==> config.mk <==
export PLATFORM = sky130hd
export DESIGN_NAME = polling_bus_master_flat
export DESIGN_NICKNAME = d
export VERILOG_FILES = /design/src/pbm_pkg.sv /design/src/pbm_if.sv /design/src/polling_bus_master.sv /design/src/flat_wrapper.sv
export SDC_FILE = /design/constraint.sdc
export NUM_CORES = 1
export LEC_CHECK = 0
export ABC_AREA = 1
export ABC_CLOCK_PERIOD_IN_PS = 5200
export BUFFER_PORTS_ARGS = -buffer_cell sky130_fd_sc_hd__buf_2
export CAP_MARGIN = 25
export CORE_ASPECT_RATIO = 1.75
export CORE_MARGIN = 1.5
export CORE_UTILIZATION = 40
export CTS_CLUSTER_DIAMETER = 120
export CTS_CLUSTER_SIZE = 28
export DETAILED_ROUTE_END_ITERATION = 8
export MAX_ROUTING_LAYER = met4
export PLACE_DENSITY_LB_ADDON = 0.12
export SYNTH_ARGS = -nofsm -noshare
export SYNTH_HDL_FRONTEND = slang
export SYNTH_SLANG_ARGS = --single-unit
==> constraint.sdc <==
create_clock -name clock -period 5.2 [get_ports clock]
set_input_delay 0.26 -clock clock [delete_from_list [all_inputs] [get_ports clock]]
set_output_delay 0.26 -clock clock [all_outputs]
set_load 0.02 [all_outputs]
==> src/pbm_pkg.sv <==
// shared types, codes and sizes for the polling bus master
`timescale 1ns / 1ps

package pbm_pkg;

   // station table size and poll commands sent to each station
   localparam int STATION_COUNT = 16;
   localparam int STATION_AW    = $clog2(STATION_COUNT);
   localparam int POLL_COMMANDS = 5;

   // configuration reset values
   localparam logic [7:0]  THRESHOLD_RESET = 8'd3;
   localparam logic [15:0] TIMEOUT_RESET   = 16'd200;
   localparam logic [15:0] GAP_RESET       = 16'd50;
   localparam logic [3:0]  ADDR_MIN_RESET  = 4'd1;
   localparam logic [3:0]  ADDR_MAX_RESET  = 4'd15;

   // limits
   localparam logic [7:0] FAIL_MAX  = 8'd255;
   localparam logic [7:0] VALVE_MAX = 8'd8;

   // configuration register indexes
   localparam logic [2:0] CSR_THRESHOLD = 3'd0;
   localparam logic [2:0] CSR_TIMEOUT   = 3'd1;
   localparam logic [2:0] CSR_GAP       = 3'd2;
   localparam logic [2:0] CSR_ADDR_MIN  = 3'd3;
   localparam logic [2:0] CSR_ADDR_MAX  = 3'd4;

   // bus command codes issued by the master
   localparam logic [2:0] CMD_START = 3'd5;
   localparam logic [2:0] CMD_STOP  = 3'd6;

   // station link status codes
   localparam logic [1:0] LINK_UNKNOWN = 2'd0;
   localparam logic [1:0] LINK_ONLINE  = 2'd1;
   localparam logic [1:0] LINK_OFFLINE = 2'd2;

   // kinds of input item
   typedef enum logic [2:0] {
      REQ_TICK     = 3'd0,
      REQ_RESPONSE = 3'd1,
      REQ_START    = 3'd2,
      REQ_STOP     = 3'd3,
      REQ_QUERY    = 3'd4
   } pbm_req_kind_type;

   // one result item
   typedef struct packed {
      logic       send_valid;
      logic [3:0] send_addr;
      logic [2:0] send_cmd;
      logic [7:0] send_seq;
      logic       accepted;
      logic       response_matched;
      logic       busy_res;
      logic [1:0] station_online;
      logic [7:0] station_failures;
      logic [7:0] station_error_code;
   } pbm_rsp_type;

endpackage

==> src/pbm_if.sv <==
// handshake channel interfaces for requests, results and register writes
`timescale 1ns / 1ps

interface pbm_req_if;
   logic        valid;
   logic        ready;
   logic [2:0]  req_type;
   logic [7:0]  station_addr;
   logic [7:0]  frame_seq;
   logic [2:0]  frame_cmd;
   logic        is_response;
   logic        is_error;
   logic [7:0]  payload_len;
   logic [7:0]  payload_first;
   logic [7:0]  valve_no;
   logic [31:0] duration_sec;

   modport source (
      output valid, req_type, station_addr, frame_seq, frame_cmd, is_response,
             is_error, payload_len, payload_first, valve_no, duration_sec,
      input  ready
   );
   modport sink (
      input  valid, req_type, station_addr, frame_seq, frame_cmd, is_response,
             is_error, payload_len, payload_first, valve_no, duration_sec,
      output ready
   );
endinterface

interface pbm_rsp_if;
   logic       valid;
   logic       ready;
   logic       send_valid;
   logic [3:0] send_addr;
   logic [2:0] send_cmd;
   logic [7:0] send_seq;
   logic       accepted;
   logic       response_matched;
   logic       busy_res;
   logic [1:0] station_online;
   logic [7:0] station_failures;
   logic [7:0] station_error_code;

   modport source (
      output valid, send_valid, send_addr, send_cmd, send_seq, accepted,
             response_matched, busy_res, station_online, station_failures,
             station_error_code,
      input  ready
   );
   modport sink (
      input  valid, send_valid, send_addr, send_cmd, send_seq, accepted,
             response_matched, busy_res, station_online, station_failures,
             station_error_code,
      output ready
   );
endinterface

interface pbm_csr_if;
   logic        valid;
   logic        ready;
   logic [2:0]  reg_index;
   logic [15:0] wdata;

   modport source (output valid, reg_index, wdata, input ready);
   modport sink (input valid, reg_index, wdata, output ready);
endinterface

==> src/polling_bus_master.sv <==
// polling bus master: request scheduling, timeouts and station status table
`timescale 1ns / 1ps

// Takes one item per clock while req_if.ready is high and answers each with
// exactly one result item, registered in the output buffer. All decisions
// for an item (tick timeout and poll send, response match, start/stop checks,
// status query) are made in a single pass through the state registers and
// the 16-entry station table, so the rate is one item per cycle. A two-entry
// output buffer lets req_if.ready stay high while one result waits on a
// stalled rsp_if; ready drops only when both entries are full. Register
// writes on csr_if are always taken and should only be issued while the
// block is idle.
module polling_bus_master
   import pbm_pkg::*;
(
   input  logic clock,
   input  logic reset,
   pbm_req_if.sink   req_if,
   pbm_rsp_if.source rsp_if,
   pbm_csr_if.sink   csr_if
);

   // configuration registers
   logic [7:0]  threshold_ff;
   logic [15:0] timeout_ff;
   logic [15:0] gap_ff;
   logic [3:0]  addr_min_ff;
   logic [3:0]  addr_max_ff;

   // master state
   logic        waiting_ff, waiting_in;
   logic [3:0]  pend_addr_ff, pend_addr_in;
   logic [2:0]  pend_cmd_ff, pend_cmd_in;
   logic [7:0]  pend_seq_ff, pend_seq_in;
   logic [7:0]  seq_ff, seq_in;
   logic [31:0] last_send_ff, last_send_in;
   logic        ever_sent_ff, ever_sent_in;
   logic [31:0] now_ff, now_in;
   logic [3:0]  poll_addr_ff, poll_addr_in;
   logic [2:0]  poll_idx_ff, poll_idx_in;

   // station table
   logic [1:0] link_ff [STATION_COUNT];
   logic [7:0] fail_ff [STATION_COUNT];
   logic [7:0] err_ff  [STATION_COUNT];

   // table write
   logic                  tbl_we;
   logic [STATION_AW-1:0] tbl_idx;
   logic                  link_we, fail_we, err_we;
   logic [1:0]            link_wd;
   logic [7:0]            fail_wd, err_wd;

   // output buffer
   pbm_rsp_type out_ff, out_in, skid_ff, skid_in, rsp_new;
   logic        out_v_ff, out_v_in, skid_v_ff, skid_v_in;

   // datapath helpers
   logic                  push, pop;
   logic                  in_table;
   logic [STATION_AW-1:0] rd_idx;
   logic [1:0]            rd_link;
   logic [7:0]            rd_fail, rd_err;
   logic [31:0]           now_inc, elapsed;
   logic                  timed_out, poll_go;
   logic [7:0]            fail_inc, thr_eff;
   logic                  addr_ok, match;
   logic                  issue_go;
   logic [3:0]            issue_addr;
   logic [2:0]            issue_cmd;
   logic [3:0]            idx_sum;
   logic [4:0]            addr_sum;

   assign push = req_if.valid && req_if.ready;
   assign pop  = out_v_ff && rsp_if.ready;
   assign req_if.ready = !skid_v_ff;
   assign csr_if.ready = 1'b1;

   // table read: pending station on a tick, item address otherwise
   assign in_table = (req_if.station_addr < 8'(STATION_COUNT));
   assign rd_idx   = (req_if.req_type == REQ_TICK) ? pend_addr_ff[STATION_AW-1:0]
                                                   : req_if.station_addr[STATION_AW-1:0];
   assign rd_link  = link_ff[rd_idx];
   assign rd_fail  = fail_ff[rd_idx];
   assign rd_err   = err_ff[rd_idx];

   // millisecond clock and wrapping elapsed time since last send
   assign now_inc   = now_ff + 32'd1;
   assign elapsed   = now_inc - last_send_ff;
   assign timed_out = waiting_ff && (elapsed >= {16'd0, timeout_ff});
   assign poll_go   = (!waiting_ff || timed_out)
                      && (!ever_sent_ff || elapsed >= {16'd0, gap_ff});

   // failure count saturating, threshold zero acts as one
   assign fail_inc = (rd_fail == FAIL_MAX) ? rd_fail : rd_fail + 8'd1;
   assign thr_eff  = (threshold_ff == 8'd0) ? 8'd1 : threshold_ff;

   // request checks
   assign addr_ok = (req_if.station_addr >= {4'd0, addr_min_ff})
                    && (req_if.station_addr <= {4'd0, addr_max_ff});
   assign match   = waiting_ff && (req_if.station_addr == {4'd0, pend_addr_ff})
                    && (req_if.frame_seq == pend_seq_ff)
                    && (req_if.frame_cmd == pend_cmd_ff) && req_if.is_response;

   // poll position advance
   assign idx_sum  = {1'b0, poll_idx_ff} + 4'd1;
   assign addr_sum = {1'b0, poll_addr_ff} + 5'd1;

   // per item decisions
   always_comb begin
      waiting_in   = waiting_ff;
      pend_addr_in = pend_addr_ff;
      pend_cmd_in  = pend_cmd_ff;
      pend_seq_in  = pend_seq_ff;
      seq_in       = seq_ff;
      last_send_in = last_send_ff;
      ever_sent_in = ever_sent_ff;
      now_in       = now_ff;
      poll_addr_in = poll_addr_ff;
      poll_idx_in  = poll_idx_ff;
      tbl_we       = 1'b0;
      tbl_idx      = rd_idx;
      link_we      = 1'b0;
      fail_we      = 1'b0;
      err_we       = 1'b0;
      link_wd      = LINK_ONLINE;
      fail_wd      = 8'd0;
      err_wd       = 8'd0;
      issue_go     = 1'b0;
      issue_addr   = req_if.station_addr[3:0];
      issue_cmd    = CMD_START;
      rsp_new      = '0;

      case (req_if.req_type)
         REQ_TICK: begin
            now_in = now_inc;
            if (timed_out) begin
               waiting_in = 1'b0;
               tbl_we     = 1'b1;
               fail_we    = 1'b1;
               fail_wd    = fail_inc;
               link_we    = (fail_inc >= thr_eff);
               link_wd    = LINK_OFFLINE;
            end
            if (poll_go) begin
               issue_go   = 1'b1;
               issue_addr = poll_addr_ff;
               issue_cmd  = poll_idx_ff;
               if (idx_sum >= 4'(POLL_COMMANDS)) begin
                  poll_idx_in = 3'd0;
                  poll_addr_in = (addr_sum > {1'b0, addr_max_ff}) ? addr_min_ff
                                                                  : addr_sum[3:0];
               end else begin
                  poll_idx_in = idx_sum[2:0];
               end
            end
         end
         REQ_RESPONSE: begin
            if (match) begin
               waiting_in = 1'b0;
               tbl_we     = 1'b1;
               link_we    = 1'b1;
               link_wd    = LINK_ONLINE;
               fail_we    = 1'b1;
               fail_wd    = 8'd0;
               if (req_if.is_error) begin
                  err_we = (req_if.payload_len != 8'd0);
                  err_wd = req_if.payload_first;
               end else begin
                  err_we = ((req_if.frame_cmd == CMD_START) && (req_if.payload_len >= 8'd2))
                           || ((req_if.frame_cmd == CMD_STOP) && (req_if.payload_len >= 8'd3));
                  err_wd = 8'd0;
               end
               rsp_new.response_matched = 1'b1;
            end
         end
         REQ_START: begin
            if (!waiting_ff && addr_ok && (req_if.valve_no >= 8'd1)
                && (req_if.valve_no <= VALVE_MAX) && (req_if.duration_sec != 32'd0)) begin
               issue_go          = 1'b1;
               issue_cmd         = CMD_START;
               rsp_new.accepted  = 1'b1;
            end
         end
         REQ_STOP: begin
            if (!waiting_ff && addr_ok) begin
               issue_go          = 1'b1;
               issue_cmd         = CMD_STOP;
               rsp_new.accepted  = 1'b1;
            end
         end
         REQ_QUERY: begin
            if (in_table) begin
               rsp_new.station_online     = rd_link;
               rsp_new.station_failures   = rd_fail;
               rsp_new.station_error_code = rd_err;
            end
         end
         default: begin
         end
      endcase

      // issue a request frame
      if (issue_go) begin
         seq_in       = seq_ff + 8'd1;
         pend_addr_in = issue_addr;
         pend_cmd_in  = issue_cmd;
         pend_seq_in  = seq_ff + 8'd1;
         last_send_in = now_in;
         ever_sent_in = 1'b1;
         waiting_in   = 1'b1;
         rsp_new.send_valid = 1'b1;
         rsp_new.send_addr  = issue_addr;
         rsp_new.send_cmd   = issue_cmd;
         rsp_new.send_seq   = seq_ff + 8'd1;
      end
      rsp_new.busy_res = waiting_in;
   end

   // output buffer: main register plus skid entry
   always_comb begin
      out_in    = out_ff;
      out_v_in  = out_v_ff;
      skid_in   = skid_ff;
      skid_v_in = skid_v_ff;
      if (skid_v_ff) begin
         if (pop) begin
            out_in    = skid_ff;
            skid_v_in = 1'b0;
         end
      end else if (push) begin
         if (!out_v_ff || pop) begin
            out_in   = rsp_new;
            out_v_in = 1'b1;
         end else begin
            skid_in   = rsp_new;
            skid_v_in = 1'b1;
         end
      end else if (pop) begin
         out_v_in = 1'b0;
      end
   end

   // configuration registers
   always_ff @(posedge clock) begin
      if (reset) begin
         threshold_ff <= THRESHOLD_RESET;
         timeout_ff   <= TIMEOUT_RESET;
         gap_ff       <= GAP_RESET;
         addr_min_ff  <= ADDR_MIN_RESET;
         addr_max_ff  <= ADDR_MAX_RESET;
      end else if (csr_if.valid) begin
         case (csr_if.reg_index)
            CSR_THRESHOLD: threshold_ff <= csr_if.wdata[7:0];
            CSR_TIMEOUT:   timeout_ff   <= csr_if.wdata;
            CSR_GAP:       gap_ff       <= csr_if.wdata;
            CSR_ADDR_MIN:  addr_min_ff  <= csr_if.wdata[3:0];
            CSR_ADDR_MAX:  addr_max_ff  <= csr_if.wdata[3:0];
            default: begin
            end
         endcase
      end
   end

   // master state registers
   always_ff @(posedge clock) begin
      if (reset) begin
         waiting_ff   <= 1'b0;
         pend_addr_ff <= 4'd0;
         pend_cmd_ff  <= 3'd0;
         pend_seq_ff  <= 8'd0;
         seq_ff       <= 8'd0;
         last_send_ff <= 32'd0;
         ever_sent_ff <= 1'b0;
         now_ff       <= 32'd0;
         poll_addr_ff <= ADDR_MIN_RESET;
         poll_idx_ff  <= 3'd0;
      end else if (push) begin
         waiting_ff   <= waiting_in;
         pend_addr_ff <= pend_addr_in;
         pend_cmd_ff  <= pend_cmd_in;
         pend_seq_ff  <= pend_seq_in;
         seq_ff       <= seq_in;
         last_send_ff <= last_send_in;
         ever_sent_ff <= ever_sent_in;
         now_ff       <= now_in;
         poll_addr_ff <= poll_addr_in;
         poll_idx_ff  <= poll_idx_in;
      end
   end

   // station table
   always_ff @(posedge clock) begin
      if (reset) begin
         for (int i = 0; i < STATION_COUNT; i++) begin
            link_ff[i] <= LINK_UNKNOWN;
            fail_ff[i] <= 8'd0;
            err_ff[i]  <= 8'd0;
         end
      end else if (push && tbl_we) begin
         if (link_we) link_ff[tbl_idx] <= link_wd;
         if (fail_we) fail_ff[tbl_idx] <= fail_wd;
         if (err_we)  err_ff[tbl_idx]  <= err_wd;
      end
   end

   // output buffer registers
   always_ff @(posedge clock) begin
      if (reset) begin
         out_v_ff  <= 1'b0;
         skid_v_ff <= 1'b0;
      end else begin
         out_v_ff  <= out_v_in;
         skid_v_ff <= skid_v_in;
      end
      out_ff  <= out_in;
      skid_ff <= skid_in;
   end

   // result channel
   assign rsp_if.valid              = out_v_ff;
   assign rsp_if.send_valid         = out_ff.send_valid;
   assign rsp_if.send_addr          = out_ff.send_addr;
   assign rsp_if.send_cmd           = out_ff.send_cmd;
   assign rsp_if.send_seq           = out_ff.send_seq;
   assign rsp_if.accepted           = out_ff.accepted;
   assign rsp_if.response_matched   = out_ff.response_matched;
   assign rsp_if.busy_res           = out_ff.busy_res;
   assign rsp_if.station_online     = out_ff.station_online;
   assign rsp_if.station_failures   = out_ff.station_failures;
   assign rsp_if.station_error_code = out_ff.station_error_code;

endmodule

==> src/flat_wrapper.sv <==
// flat-port wrapper written by rule: the top's interface ports become plain ports
module polling_bus_master_flat import pbm_pkg::*;
  (clock, reset, req_if_valid, req_if_req_type, req_if_station_addr, req_if_frame_seq, req_if_frame_cmd, req_if_is_response, req_if_is_error, req_if_payload_len, req_if_payload_first, req_if_valve_no, req_if_duration_sec, req_if_ready, rsp_if_valid, rsp_if_send_valid, rsp_if_send_addr, rsp_if_send_cmd, rsp_if_send_seq, rsp_if_accepted, rsp_if_response_matched, rsp_if_busy_res, rsp_if_station_online, rsp_if_station_failures, rsp_if_station_error_code, rsp_if_ready, csr_if_valid, csr_if_reg_index, csr_if_wdata, csr_if_ready);
  pbm_req_if req_if_i ();
  pbm_rsp_if rsp_if_i ();
  pbm_csr_if csr_if_i ();
  input  logic clock;
  input  logic reset;
  input wire logic [$bits(req_if_i.valid)-1:0] req_if_valid;
  input wire logic [$bits(req_if_i.req_type)-1:0] req_if_req_type;
  input wire logic [$bits(req_if_i.station_addr)-1:0] req_if_station_addr;
  input wire logic [$bits(req_if_i.frame_seq)-1:0] req_if_frame_seq;
  input wire logic [$bits(req_if_i.frame_cmd)-1:0] req_if_frame_cmd;
  input wire logic [$bits(req_if_i.is_response)-1:0] req_if_is_response;
  input wire logic [$bits(req_if_i.is_error)-1:0] req_if_is_error;
  input wire logic [$bits(req_if_i.payload_len)-1:0] req_if_payload_len;
  input wire logic [$bits(req_if_i.payload_first)-1:0] req_if_payload_first;
  input wire logic [$bits(req_if_i.valve_no)-1:0] req_if_valve_no;
  input wire logic [$bits(req_if_i.duration_sec)-1:0] req_if_duration_sec;
  output wire logic [$bits(req_if_i.ready)-1:0] req_if_ready;
  output wire logic [$bits(rsp_if_i.valid)-1:0] rsp_if_valid;
  output wire logic [$bits(rsp_if_i.send_valid)-1:0] rsp_if_send_valid;
  output wire logic [$bits(rsp_if_i.send_addr)-1:0] rsp_if_send_addr;
  output wire logic [$bits(rsp_if_i.send_cmd)-1:0] rsp_if_send_cmd;
  output wire logic [$bits(rsp_if_i.send_seq)-1:0] rsp_if_send_seq;
  output wire logic [$bits(rsp_if_i.accepted)-1:0] rsp_if_accepted;
  output wire logic [$bits(rsp_if_i.response_matched)-1:0] rsp_if_response_matched;
  output wire logic [$bits(rsp_if_i.busy_res)-1:0] rsp_if_busy_res;
  output wire logic [$bits(rsp_if_i.station_online)-1:0] rsp_if_station_online;
  output wire logic [$bits(rsp_if_i.station_failures)-1:0] rsp_if_station_failures;
  output wire logic [$bits(rsp_if_i.station_error_code)-1:0] rsp_if_station_error_code;
  input wire logic [$bits(rsp_if_i.ready)-1:0] rsp_if_ready;
  input wire logic [$bits(csr_if_i.valid)-1:0] csr_if_valid;
  input wire logic [$bits(csr_if_i.reg_index)-1:0] csr_if_reg_index;
  input wire logic [$bits(csr_if_i.wdata)-1:0] csr_if_wdata;
  output wire logic [$bits(csr_if_i.ready)-1:0] csr_if_ready;
  assign req_if_i.valid = req_if_valid;
  assign req_if_i.req_type = req_if_req_type;
  assign req_if_i.station_addr = req_if_station_addr;
  assign req_if_i.frame_seq = req_if_frame_seq;
  assign req_if_i.frame_cmd = req_if_frame_cmd;
  assign req_if_i.is_response = req_if_is_response;
  assign req_if_i.is_error = req_if_is_error;
  assign req_if_i.payload_len = req_if_payload_len;
  assign req_if_i.payload_first = req_if_payload_first;
  assign req_if_i.valve_no = req_if_valve_no;
  assign req_if_i.duration_sec = req_if_duration_sec;
  assign req_if_ready = req_if_i.ready;
  assign rsp_if_valid = rsp_if_i.valid;
  assign rsp_if_send_valid = rsp_if_i.send_valid;
  assign rsp_if_send_addr = rsp_if_i.send_addr;
  assign rsp_if_send_cmd = rsp_if_i.send_cmd;
  assign rsp_if_send_seq = rsp_if_i.send_seq;
  assign rsp_if_accepted = rsp_if_i.accepted;
  assign rsp_if_response_matched = rsp_if_i.response_matched;
  assign rsp_if_busy_res = rsp_if_i.busy_res;
  assign rsp_if_station_online = rsp_if_i.station_online;
  assign rsp_if_station_failures = rsp_if_i.station_failures;
  assign rsp_if_station_error_code = rsp_if_i.station_error_code;
  assign rsp_if_i.ready = rsp_if_ready;
  assign csr_if_i.valid = csr_if_valid;
  assign csr_if_i.reg_index = csr_if_reg_index;
  assign csr_if_i.wdata = csr_if_wdata;
  assign csr_if_ready = csr_if_i.ready;
  polling_bus_master u_core (.clock(clock), .reset(reset), .req_if(req_if_i), .rsp_if(rsp_if_i), .csr_if(csr_if_i));
endmodule
# Word-level counts from Yosys, hierarchy flattened
# Memories as Yosys holds them, arrays and structs flattened.
# Cells that the tools add are included.
classes:
  addsub: 6
  magnitude_cmp: 12
  n_eq_ne: 16
  n_mux: 73
  n_bitwise: 2
  reduce_logical: 46
ops:
  columns: ["operator", "n"]
  rows:
  - ["37-bit 2-to-1 mux", 4]
  - ["8-bit 2-to-1 mux", 9]
  - ["32-bit by 16-bit >= comparator with 1-bit output", 2]
  - ["1-bit 2-to-1 mux", 37]
  - ["18-bit 2-to-1 mux", 2]
  - ["32-bit by 1-bit adder with 32-bit output (second input constant)", 1]
  - ["32-bit 2-to-1 mux", 1]
  - ["32-bit nonzero test", 1]
  - ["32-bit subtractor", 1]
  - ["4-bit 2-to-1 mux", 7]
  - ["8-bit by 1-bit adder with 8-bit output (second input constant)", 2]
  - ["8-bit by 2-bit >= comparator with 1-bit output (second input constant)", 2]
  - ["1-bit logical AND", 16]
  - ["16-bit 2-to-1 mux", 1]
  - ["8-bit OR reduction", 2]
  - ["3-bit by 2-bit equality test with 1-bit output (second input constant)", 4]
  - ["3-bit equality test (second input constant)", 4]
  - ["2-bit AND reduction", 6]
  - ["3-bit AND reduction", 4]
  - ["8-bit by 4-bit equality test with 1-bit output", 1]
  - ["8-bit equality test", 1]
  - ["8-bit equality test (second input constant)", 1]
  - ["8-bit by 1-bit >= comparator with 1-bit output (second input constant)", 1]
  - ["8-bit by 4-bit >= comparator with 1-bit output", 1]
  - ["other kinds (25)", 44]
word_totals:
  reg_bits: 212
  mem_bits_rw: 288
  input_bits: 104
  output_inout_bits: 40
  wordCells: 194
  mem_count: 3
mem_list:
  columns: ["name", "depth", "word_bits", "rd", "rd_ports_with_merged_regs", "write_ports", "line", "text"]
  rows:
  - ["u_core.err_ff", 16, 8, 1, 0, 16, "polling_bus_master.sv:45", "logic [7:0] err_ff [STATION_COUNT];"]
  - ["u_core.fail_ff", 16, 8, 1, 0, 16, "polling_bus_master.sv:44", "logic [7:0] fail_ff [STATION_COUNT];"]
  - ["u_core.link_ff", 16, 2, 1, 0, 16, "polling_bus_master.sv:43", "logic [1:0] link_ff [STATION_COUNT];"]

# Longest topological paths before layout
# Gate-level depths: netlist (run 1).
# An unclocked memory read counts as a cell.
logic_depth:
  ltp_word: 14
  ltp_mapped: 35
  ltp_nobuf: 34

# Worst setup path before layout (run 1)
# OpenSTA, ideal clock, no wires.
synth_timing:
  kind: "reg2reg"
  from: "register u_core.now_ff[0]"
  to: "memory u_core.err_ff[0][0], enable pin"
  arrival_time_ns: 4.683
  required_ns: 4.816
  setup_slack_ns: 0.133
  path_stages_with_launch: 36
  n_path_buf: 1
  period_less_slack_ns: 5.067
  cell_sequence: "dfxtp_1 > ha_1 > nand2_1 > inv_1 > nand2_1 > nor2_1 > nand2_1 > nor2_1 > nand4_1 > nor2_1 > nand3_1 > nor3_1 > nand3_1 > xnor2_1 > ha_1 > inv_1 > nor3_1 > nand2_1 > inv_1 > nand2_1 > nand2_1 > inv_1 > nand2_1 > nand2_1 > nand2_1 > nor2_1 > nand2_1 > nor2_2 > nand3_1 > nand3_2 > nand2_1 > nand2_1 > nor2_2 > nand2_1 > buf_2 > o21ai_0"
synth_lines:
  columns: ["item", "line", "text"]
  rows:
  - ["start: declaration", "polling_bus_master.sv:38", "logic [31:0] now_ff, now_in;"]
  - ["start signal: assignment", "polling_bus_master.sv:286", "now_ff <= now_in;"]
  - ["end: declaration", "polling_bus_master.sv:45", null]

==> out/metrics.cfg, run 1 <==
[timing]
setup_viol=0
holdWs_ps=31.07
fin_crit_ps=4952
maxSlewHeadroom_pct=31.28
finalHoldViolations=0
setup_ws_ps=248.3
tightest_slew_ps=1023
skew_ps=58.49
maxSlewViolCount=0
min_period_over_period_pct=95.23
max_freq_mhz=202.0
fin_tns_setup_ps=0

[clock_network]
cts_tree=done
h-tree-depth=1
cts_buffer_depth=3
cts-root-buf=clkbuf_16
clkSinkCount=500
cts.clk_slew.worst_paths_ps=110
clk_latency_ps=620
cts_buffers=22

[final_layout]
mostFrequentLayoutCells=nand2_1 (630), nor2_1 (420), edfxtp_1 (362)
final_area_um2=31560
nNetsFinal=3650
fin_util_pct=48.20
final_common_cell=nand2_1
layout.cells.non_filler=4358
area_growth_syn_to_layout_pct=18.69
drive_gt1_share_pct=17.49

[min_path]
hold_path_end=u_core.timeout_ff[7]
min_path_type=in2reg
holdPathStages=3
min_from=csr_if_wdata[7]

[setup_path]
critPathArrivalTime_ps=5330
timing.rr.start=u_core.now_ff[2]
critical_path.startpoint=u_core.now_ff[2]
rr_endpoint=u_core.fail_ff[12][1]
cpMostUsedCell=nand2_1
start_kind=flip-flop
path_max_fanout=8
worstSetupPathType=reg2reg
endpoint_kind=flip-flop
max_stage_delay_ps=410
reg2reg_setup_slack_ps=250
rr_worst_depth=31
slowest_stage=ha_2
required_ps=5580

[synth]
synth-edff-count=362
synth_seq_cells=500
ys_seq_area_share_pct=51.27
yosysUniqueCellTypes=56
synth-xor-area-share_pct=1.812
yosys.area_share.adder_pct=4.263
synth_area_um2=26590
synth_compound_area_share_pct=10.90
ys.flop_type=edfxtp_1
syn_avg_cell_area_um2=8.433
async_flop_share_pct=0
synthSimpleGateAreaFrac_pct=24.08
synth_mux_area_share_pct=0.03764
mappedNetlistNets=3347
synth_top_family_by_area=simple AND/OR/NAND/NOR gates
yosysWarnings=0
synthCells=3153

[flow_run]
cap_violations=0

[routing]
routed_wl_um=87940
drtPass1Iterations=5
vias=23090
routedWlPerCell_um=20.18
viasPerCell=5.299
drc=0
drtIter0Drc=1537
ant_nets=0

[power]
power.internal_mw=6.098
peakVddDrop_mv=0.2676
p_sw_share_pct=30.82
pwr_density_cell_nw_per_um2=279.3
p_leak_nw=12.81
combPwrFrac_pct=24.1
p_sw_mw=2.716
p_total_mw=8.815
power.share.clock_pct=24.7
power.share.sequential_pct=51.2

[placement]
post-place-ws_ps=-248.5
globalplace.congestion=1.017
portBuffers=142
dp_hpwl_um=67270
dp.cells=4280
placed_area_um2=29990

[grt]
grt_pass1_vias=23450
grt_max_degree=85
overflow=0
antenna_found_initial=3
track_usage_pct=26.47
grt_pass1_wl_um=132300

[floorplan]
boundaryPins=144
initial_core_util_pct=40.61
core-area_um2=65470
die_h_um=344.1
fp-row-count=124
dieWidth_um=197.9
dieArea_um2=68090

[run_status]
status=finished, final reports clean

power by group through the flow:
stage                     Clock (mW)  Combinational [mW]  Sequential [mW]
after floorplan                    0                1.13             4.60
after global placement             0                1.98             4.59
after detailed placement           0                2.00             4.60
after CTS                       2.22                2.03             4.51
after global routing            2.33                2.35             4.52
final                           2.18                2.13             4.51
cell usage after synthesis, types with 51 or more instances:
cell	instances	share of area [%]
nand3_1	83	1.6
dfxtp_1	138	10
edfxtp_1	362	41
xor2_1	51	1.7
o21ai_0	171	3.2
clkbuf_1	99	1.4
a21oi_1	113	2.1
a22oi_1	64	1.8
nor2_1	443	6.3
nor3_1	231	4.3
inv_1	331	4.7
nand2_1	653	9.2
buf_2	54	1.0
ha_1	89	4.2
worst max-delay path by stage:
stage	endpoint	slack, ps	cells after the start
3_5_place_dp	u_core.err_ff[0][1]	-250	34
4_1_cts	u_core.err_ff[8][3]	2	32
2_1_floorplan	u_core.err_ff[0][0]	130	35
3_3_place_gp	u_core.err_ff[0][1]	-220	34
5_1_grt	u_core.err_ff[12][0]	-80	36
6_report	u_core.fail_ff[12][1]	250	31
flip-flops by register name, summed over array words and instances, names as in the netlist, 16 cells and up:
name and cells:
u_core.link_ff 32, u_core.fail_ff 128, u_core.skid_ff 37, u_core.gap_ff 16
u_core.now_ff 32, u_core.err_ff 128, u_core.last_send_ff 32, u_core.timeout_ff 16
cells by family (layout without fill, tap and decap cells):
| kind of cell | Yosys count | in the layout |
|---|---|---|
| simple gates | 1514 | 1514 |
| buf+inv | 512 | 830 |
| flops | 500 | 500 |
| compound gates | 480 | 480 |
| fa+ha+maj | 90 | 90 |
| xor+xnor | 55 | 55 |
| other cells | 1 | 6 |
| mux | 1 | 1 |
layout make-up:
class | count | area, um^2
clock inverter | 2 | 38.79
tap | 882 | 1104
multi-input combinational | 2141 | 11460
inverter | 339 | 1277
sequential | 500 | 13640
timing repair buffer | 452 | 3405
clock buffer | 37 | 628.1
fill | 6527 | 33910
antenna | 5 | 12.51
what timing repair did:
item                                   CTS  global route
pin swaps                                2            28
gates resized for setup                 25           114
cloned                                   0             1
setup buffers                            1            16
hold buffers                            14             0
setup endpoints to repair              387           665
endpoints found under the hold margin   28             0
metal layers:
metal	track usage [%]	vias to the layer above	wire [um]
li1	-	11220	-
met1	25.70	11110	30380
met2	52.90	578	50620
met3	1.750	186	2955
met4	11.34	0	3978
met5	-	-	0
worst max-delay path, delay by kind of cell, from the launching register on:
family | cells | cell delay [ps]
simple gates | 17 | 1730
compound gates | 2 | 370
xor+xnor | 2 | 440
buf+inv | 8 | 1110
flops | 1 | 380
fa+ha+maj | 2 | 670
(Power assumes the default switching activity.)
==> run 2, diff against run 1 <==
- ABC_CLOCK_PERIOD_IN_PS: 5200 -> 5500
- CORE_UTILIZATION: 40 -> 45
- SKIP_LAST_GASP: not set -> 1
- clock period: 5.2 -> 5.5 ns (I/O delays scaled with it)
==> run 2 against run 1 <==
Die area is 11% lower; sequential power decreased by 5.3%; combinational power is 17% lower; critical endpoint is now u_core.link_ff[10][0]; largest power group unchanged; wire length shrank 2.7%; non-clock buffer count decreased by 110; sequential share of layout area increased by 1.8 points.
==> out/metrics.cfg, run 2 (synthesized netlist as in run 1, its figures left out) <==
[run_status]
status=finished, final reports clean

[setup_path]
start_kind=flip-flop
slowest_stage=dfxtp_2
rr_worst_depth=33
cpLargestDelayFamily=simple AND/OR/NAND/NOR gates
worstSetupPathType=reg2reg
timing.rr.start=u_core.now_ff[0]
path_max_fanout=7
max_stage_delay_ps=360
endpoint_kind=flip-flop
critPathArrivalTime_ps=5460
required_ps=5790
critical_path.startpoint=u_core.now_ff[0]
rr_endpoint=u_core.link_ff[10][0]
endpoint=u_core.link_ff[10][0]
reg2reg_setup_slack_ps=330
path_depth=33
cpMostUsedCell=nand2_1
path_buf_inv=10

[placement]
post-place-ws_ps=-45.38
globalplace.congestion=0.9828
dp_hpwl_um=64510
portBuffers=142
placed_area_um2=29110

[routing]
viasPerCell=5.486
routedWlPerCell_um=20.68
routed_wl_um=85540
drtIter0Drc=1511
ant_nets=0
vias=22690
drtPass1Iterations=6
drc=0

[floorplan]
core-area_um2=58260
die_h_um=324.6
dieArea_um2=60620
boundaryPins=144
dieWidth_um=186.8
fp-row-count=117
initial_core_util_pct=45.64

[power]
combPwrFrac_pct=22.2
p_total_mw=7.992
p_leak_nw=12.17
p_sw_mw=2.411
power.share.sequential_pct=53.4
pwr_density_cell_nw_per_um2=263.6
power.share.clock_pct=24.4
p_sw_share_pct=30.17
power.internal_mw=5.581
peakVddDrop_mv=0.2324

[timing]
setup_ws_ps=326.4
fin_tns_setup_ps=0
tightest_slew_ps=1130
skew_ps=38.61
maxSlewViolCount=0
max_freq_mhz=193.3
min_period_over_period_pct=94.07
setup_viol=0
fin_crit_ps=5174
finalHoldViolations=0
maxSlewHeadroom_pct=24.08

[grt]
grt_pass1_vias=22740
track_usage_pct=28.37
grt_max_degree=94
antenna_found_initial=0
overflow=0
grt_pass1_wl_um=128100

[clock_network]
cts_buffers=21
clkSinkCount=500
clk_latency_ps=600
cts_buffer_depth=3
cts-root-buf=clkbuf_16
cts.clk_slew.worst_paths_ps=120
h-tree-depth=1
cts_tree=done

[final_layout]
nNetsFinal=3539
final_area_um2=30320
top_regs=u_core.err_ff (128), u_core.fail_ff (128), u_core.skid_ff (37)
final_common_cell=nand2_1
area_growth_syn_to_layout_pct=14.02
mostFrequentLayoutCells=nand2_1 (635), nor2_1 (431), edfxtp_1 (362)
drive_gt1_share_pct=14.11
fin_util_pct=52.04

[min_path]
min_path_type=in2reg

[flow_run]
cap_violations=0

## run 2: cell types whose count changed in the layout (fill, tap and decap cells not counted), moves of 3 or more
cell and change:
nand2_1 +5, o21ai_2 -3, nor2_1 +11, buf_4 -96, nor2_4 -6, buf_6 -4, dlygate4sd3_1 -7, ha_2 -4
buf_12 -5, a21oi_2 -6, ha_1 +3, a21oi_1 +6, nor2_2 -5, nand2_4 -6
## run 2: timing repair
action,in CTS,in global routing
gates cloned,0,2
endpoints found under the setup margin,36,666
endpoints found under the hold margin,13,0
hold buffers,7,0
pin swaps,0,15
buffers inserted,0,12
gates resized for setup,5,92
## run 2: how the worst min path moves through the flow
stage / from / to / slack [ps] / cells past startpoint
6_report: csr_if_wdata[11] / u_core.timeout_ff[11] / 7 / 3
5_1_grt: csr_if_wdata[13] / u_core.timeout_ff[13] / 10 / 3
3_5_place_dp: u_core.timeout_ff[4] / u_core.timeout_ff[4] / 460 / 2
3_3_place_gp: u_core.gap_ff[7] / u_core.gap_ff[7] / 450 / 2
2_1_floorplan: reset / u_core.now_ff[1] / 350 / 1
4_1_cts: csr_if_wdata[13] / u_core.timeout_ff[13] / 2 / 3
## run 2: layer usage
layer	part of all wire, %	track usage, %	wire length, um	vias to the layer above
li1	-	-	-	11010
met1	35	27.59	29770	10840
met3	3.2	1.567	2719	225
met2	55	54.78	47370	613
met4	6.6	16.74	5679	0
met5	0	-	0	-
## run 2: stage by stage
| step | instances | hold WS [ps] |
|---|---|---|
| global route | 4133 | 9.980 |
| detailed placement | 4074 | 457.8 |
| finish | 4136 | 7.045 |
| global placement | 4073 | 450.3 |
| floorplan | 3153 | 353.5 |
| CTS | 4119 | 1.962 |
## run 2: area by class of cell
| type | count | area [um^2] |
|---|---|---|
| Antenna cell | 3 | 7.507 |
| Clock buffer | 37 | 606.8 |
| Clock inverter | 1 | 8.758 |
| Fill cell | 5703 | 27950 |
| Inverter | 339 | 1277 |
| Multi-Input combinational cell | 2141 | 11310 |
| Sequential cell | 500 | 13640 |
| Tap cell | 773 | 967.2 |
| Timing Repair Buffer | 342 | 2500 |
## run 2: power by group through the flow
stage / registers [mW] / clock network (mW) / logic [mW]
2_1_floorplan: 4.35 / 0 / 1.07
3_3_place_gp: 4.35 / 0 / 1.68
3_5_place_dp: 4.35 / 0 / 1.70
4_1_cts: 4.27 / 1.99 / 1.72
5_1_grt: 4.28 / 2.10 / 1.99
6_report: 4.27 / 1.95 / 1.77
## run 2: worst min-delay path, delay by kind of cell
kind	cells	cell delay, ps
buf+inv	1	90
compound gates	2	190
==> run 3, diff against run 2 <==
--- a/config.mk
+++ b/config.mk
@@ -7,5 +7,5 @@
 export LEC_CHECK = 0
 export ABC_AREA = 1
-export ABC_CLOCK_PERIOD_IN_PS = 5500
+export ABC_CLOCK_PERIOD_IN_PS = 4950
 export BUFFER_PORTS_ARGS = -buffer_cell sky130_fd_sc_hd__buf_2
 export CAP_MARGIN = 25
@@ -13,4 +13,5 @@
 export CORE_MARGIN = 1.5
 export CORE_UTILIZATION = 45
+export CTS_BUF_LIST = sky130_fd_sc_hd__clkbuf_8 sky130_fd_sc_hd__clkbuf_16
 export CTS_CLUSTER_DIAMETER = 120
 export CTS_CLUSTER_SIZE = 28
==> constraint.sdc (replaced) <==
create_clock -name clock -period 4.95 [get_ports clock]
set_input_delay 0.495 -clock clock [delete_from_list [all_inputs] [get_ports clock]]
set_output_delay 0.495 -clock clock [all_outputs]
set_load 0.02 [all_outputs]
==> run 3 against run 2 <==
Setup slack got worse by 300 ps; final cell count up 5.2%; clock skew grew 10 ps; register-to-register slack lost 300 ps; utilization is 4.6 points higher; critical endpoint is now u_core.fail_ff[1][7]; highest routed layer unchanged.
==> out/metrics.cfg, run 3 (synthesized netlist as in run 1, its figures left out) <==
[routing]
ant_nets=0
drt-met1-wl_um=30800
drc=0
vias=23640
top_layer=met4
drtIter0Drc=1586
viasPerCell=5.430
drtPass1Iterations=7
routed_wl_um=88050
wl_met2_um=48720
routedWlPerCell_um=20.23
wl_met3_um=3111

[setup_path]
path_buf_inv=7
critPathArrivalTime_ps=5250
cpMostUsedCell=nand2_1
start_kind=flip-flop
path_max_fanout=8
required_ps=5270
worstSetupPathType=reg2reg
max_stage_delay_ps=390
cpLargestDelayFamily=simple AND/OR/NAND/NOR gates
slowest_stage=dfxtp_4
endpoint_kind=flip-flop

[timing]
maxSlewViolCount=0
finalHoldViolations=0
fin_tns_setup_ps=0
fin_crit_ps=4926
max_freq_mhz=203.0
tightest_slew_ps=1005
setup_viol=0
holdWs_ps=171.2
skew_ps=48.64
rsz0062_at_grt=true
min_period_over_period_pct=99.52
maxSlewHeadroom_pct=32.51
setup_ws_ps=23.71

[min_path]
min_path_type=in2reg

[power]
p_leak_nw=13.73
peakVddDrop_mv=0.3004
pwr_density_cell_nw_per_um2=283.8

[clock_network]
cts_buffers=22
cts_tree=done
h-tree-depth=1
clk_latency_ps=610
cts-root-buf=clkbuf_16
cts_buffer_depth=3
cts.clk_slew.worst_paths_ps=120
hold_buffers=0
clkSinkCount=500

[floorplan]
initial_core_util_pct=45.64
die_h_um=324.6
dieWidth_um=186.8
boundaryPins=144
dieArea_um2=60620
core-area_um2=58260
fp-row-count=117

[final_layout]
top_regs=u_core.err_ff (128), u_core.fail_ff (128), u_core.skid_ff (37)
nNetsFinal=3754
final_area_um2=33000
fillers=5449
mostFrequentLayoutCells=nand2_1 (608), nor2_1 (416), edfxtp_1 (362)
final_common_cell=nand2_1
area_growth_syn_to_layout_pct=24.10
drive_gt1_share_pct=22.09

[placement]
globalplace.congestion=1.015
portBuffers=142
placed_area_um2=30580
dp_hpwl_um=65880
post-place-ws_ps=-552.3

[grt]
antenna_found_initial=4
grt_max_degree=68
overflow=0
grt_pass1_vias=23710
grt_pass1_wl_um=131800
track_usage_pct=28.83

[run_status]
status=finished, final reports clean

[flow_run]
cap_violations=0

run 3: cell count changes in the layout (fill, tap and decap cells not counted), sizes merged:
cell         before  now
diode             3    4
buf             334  546
dlygate4sd3       7    0
clkbuf           38   33
clkinv            3    4
inv             337  352
run 3: timing repair:
item,4_1_cts,5_1_grt
gates cloned,0,11
resized for setup,55,256
buffers inserted,10,27
endpoints found under the setup margin,666,666
pin swaps,7,59
run 3: tightest hold or removal path, delay by kind of cell:
kind                   cells  cell delay (ps)
AND/OR/NAND/NOR            1               50
AO/OA/AOI/OAI              1               70
buffers and inverters      1              100
run 3: final cells by class:
cell class                      count  area [um^2]  area share (%)
Clock buffer                       23        575.6           1.744
Clock inverter                     17        88.84          0.2692
Sequential cell                   500        13650           41.36
Antenna cell                        4        10.01         0.03033
Timing Repair Buffer              556         4536           13.75
Tap cell                          773        967.2           2.931
Inverter                          339         1285           3.894
Multi-Input combinational cell   2141        11890           36.03
run 3: where the power goes:
group	internal (mW)	total (mW)	leakage (nW)	switching (mW)
clock network	0.871	2.24	0.378	1.37
logic	0.979	2.39	8.66	1.42
registers	4.65	4.73	4.69	0.0809
run 3: path summary, 6_finish.rpt:
path | slack (ps) | startpoint | cells after the start | endpoint
max | 20 | u_core.now_ff[1] | 35 | u_core.fail_ff[1][7]
min | 170 | csr_if_wdata[5] | 3 | u_core.gap_ff[5]
max reg2reg | 20 | u_core.now_ff[1] | 35 | u_core.fail_ff[1][7]
min reg2reg | 470 | u_core.timeout_ff[8] | 2 | u_core.timeout_ff[8]
run 3: stage by stage:
| step | util [%] | power [mW] | instances |
|---|---|---|---|
| after floorplan | - | 6.019 | 3153 |
| after global placement | 52.41 | 6.993 | 4260 |
| after detailed placement | 52.48 | 7.024 | 4262 |
| after CTS | 54.07 | 9.249 | 4312 |
| after global routing | 56.64 | 9.792 | 4353 |
| final | 56.64 | 9.364 | 4353 |
run 3: per-layer routing:
layer	up-vias	global-route usage, %
met1	11350	28.29
met3	241	2.409
met2	599	55.48
li1	11450	-
met4	0	15.45
met5	-	-
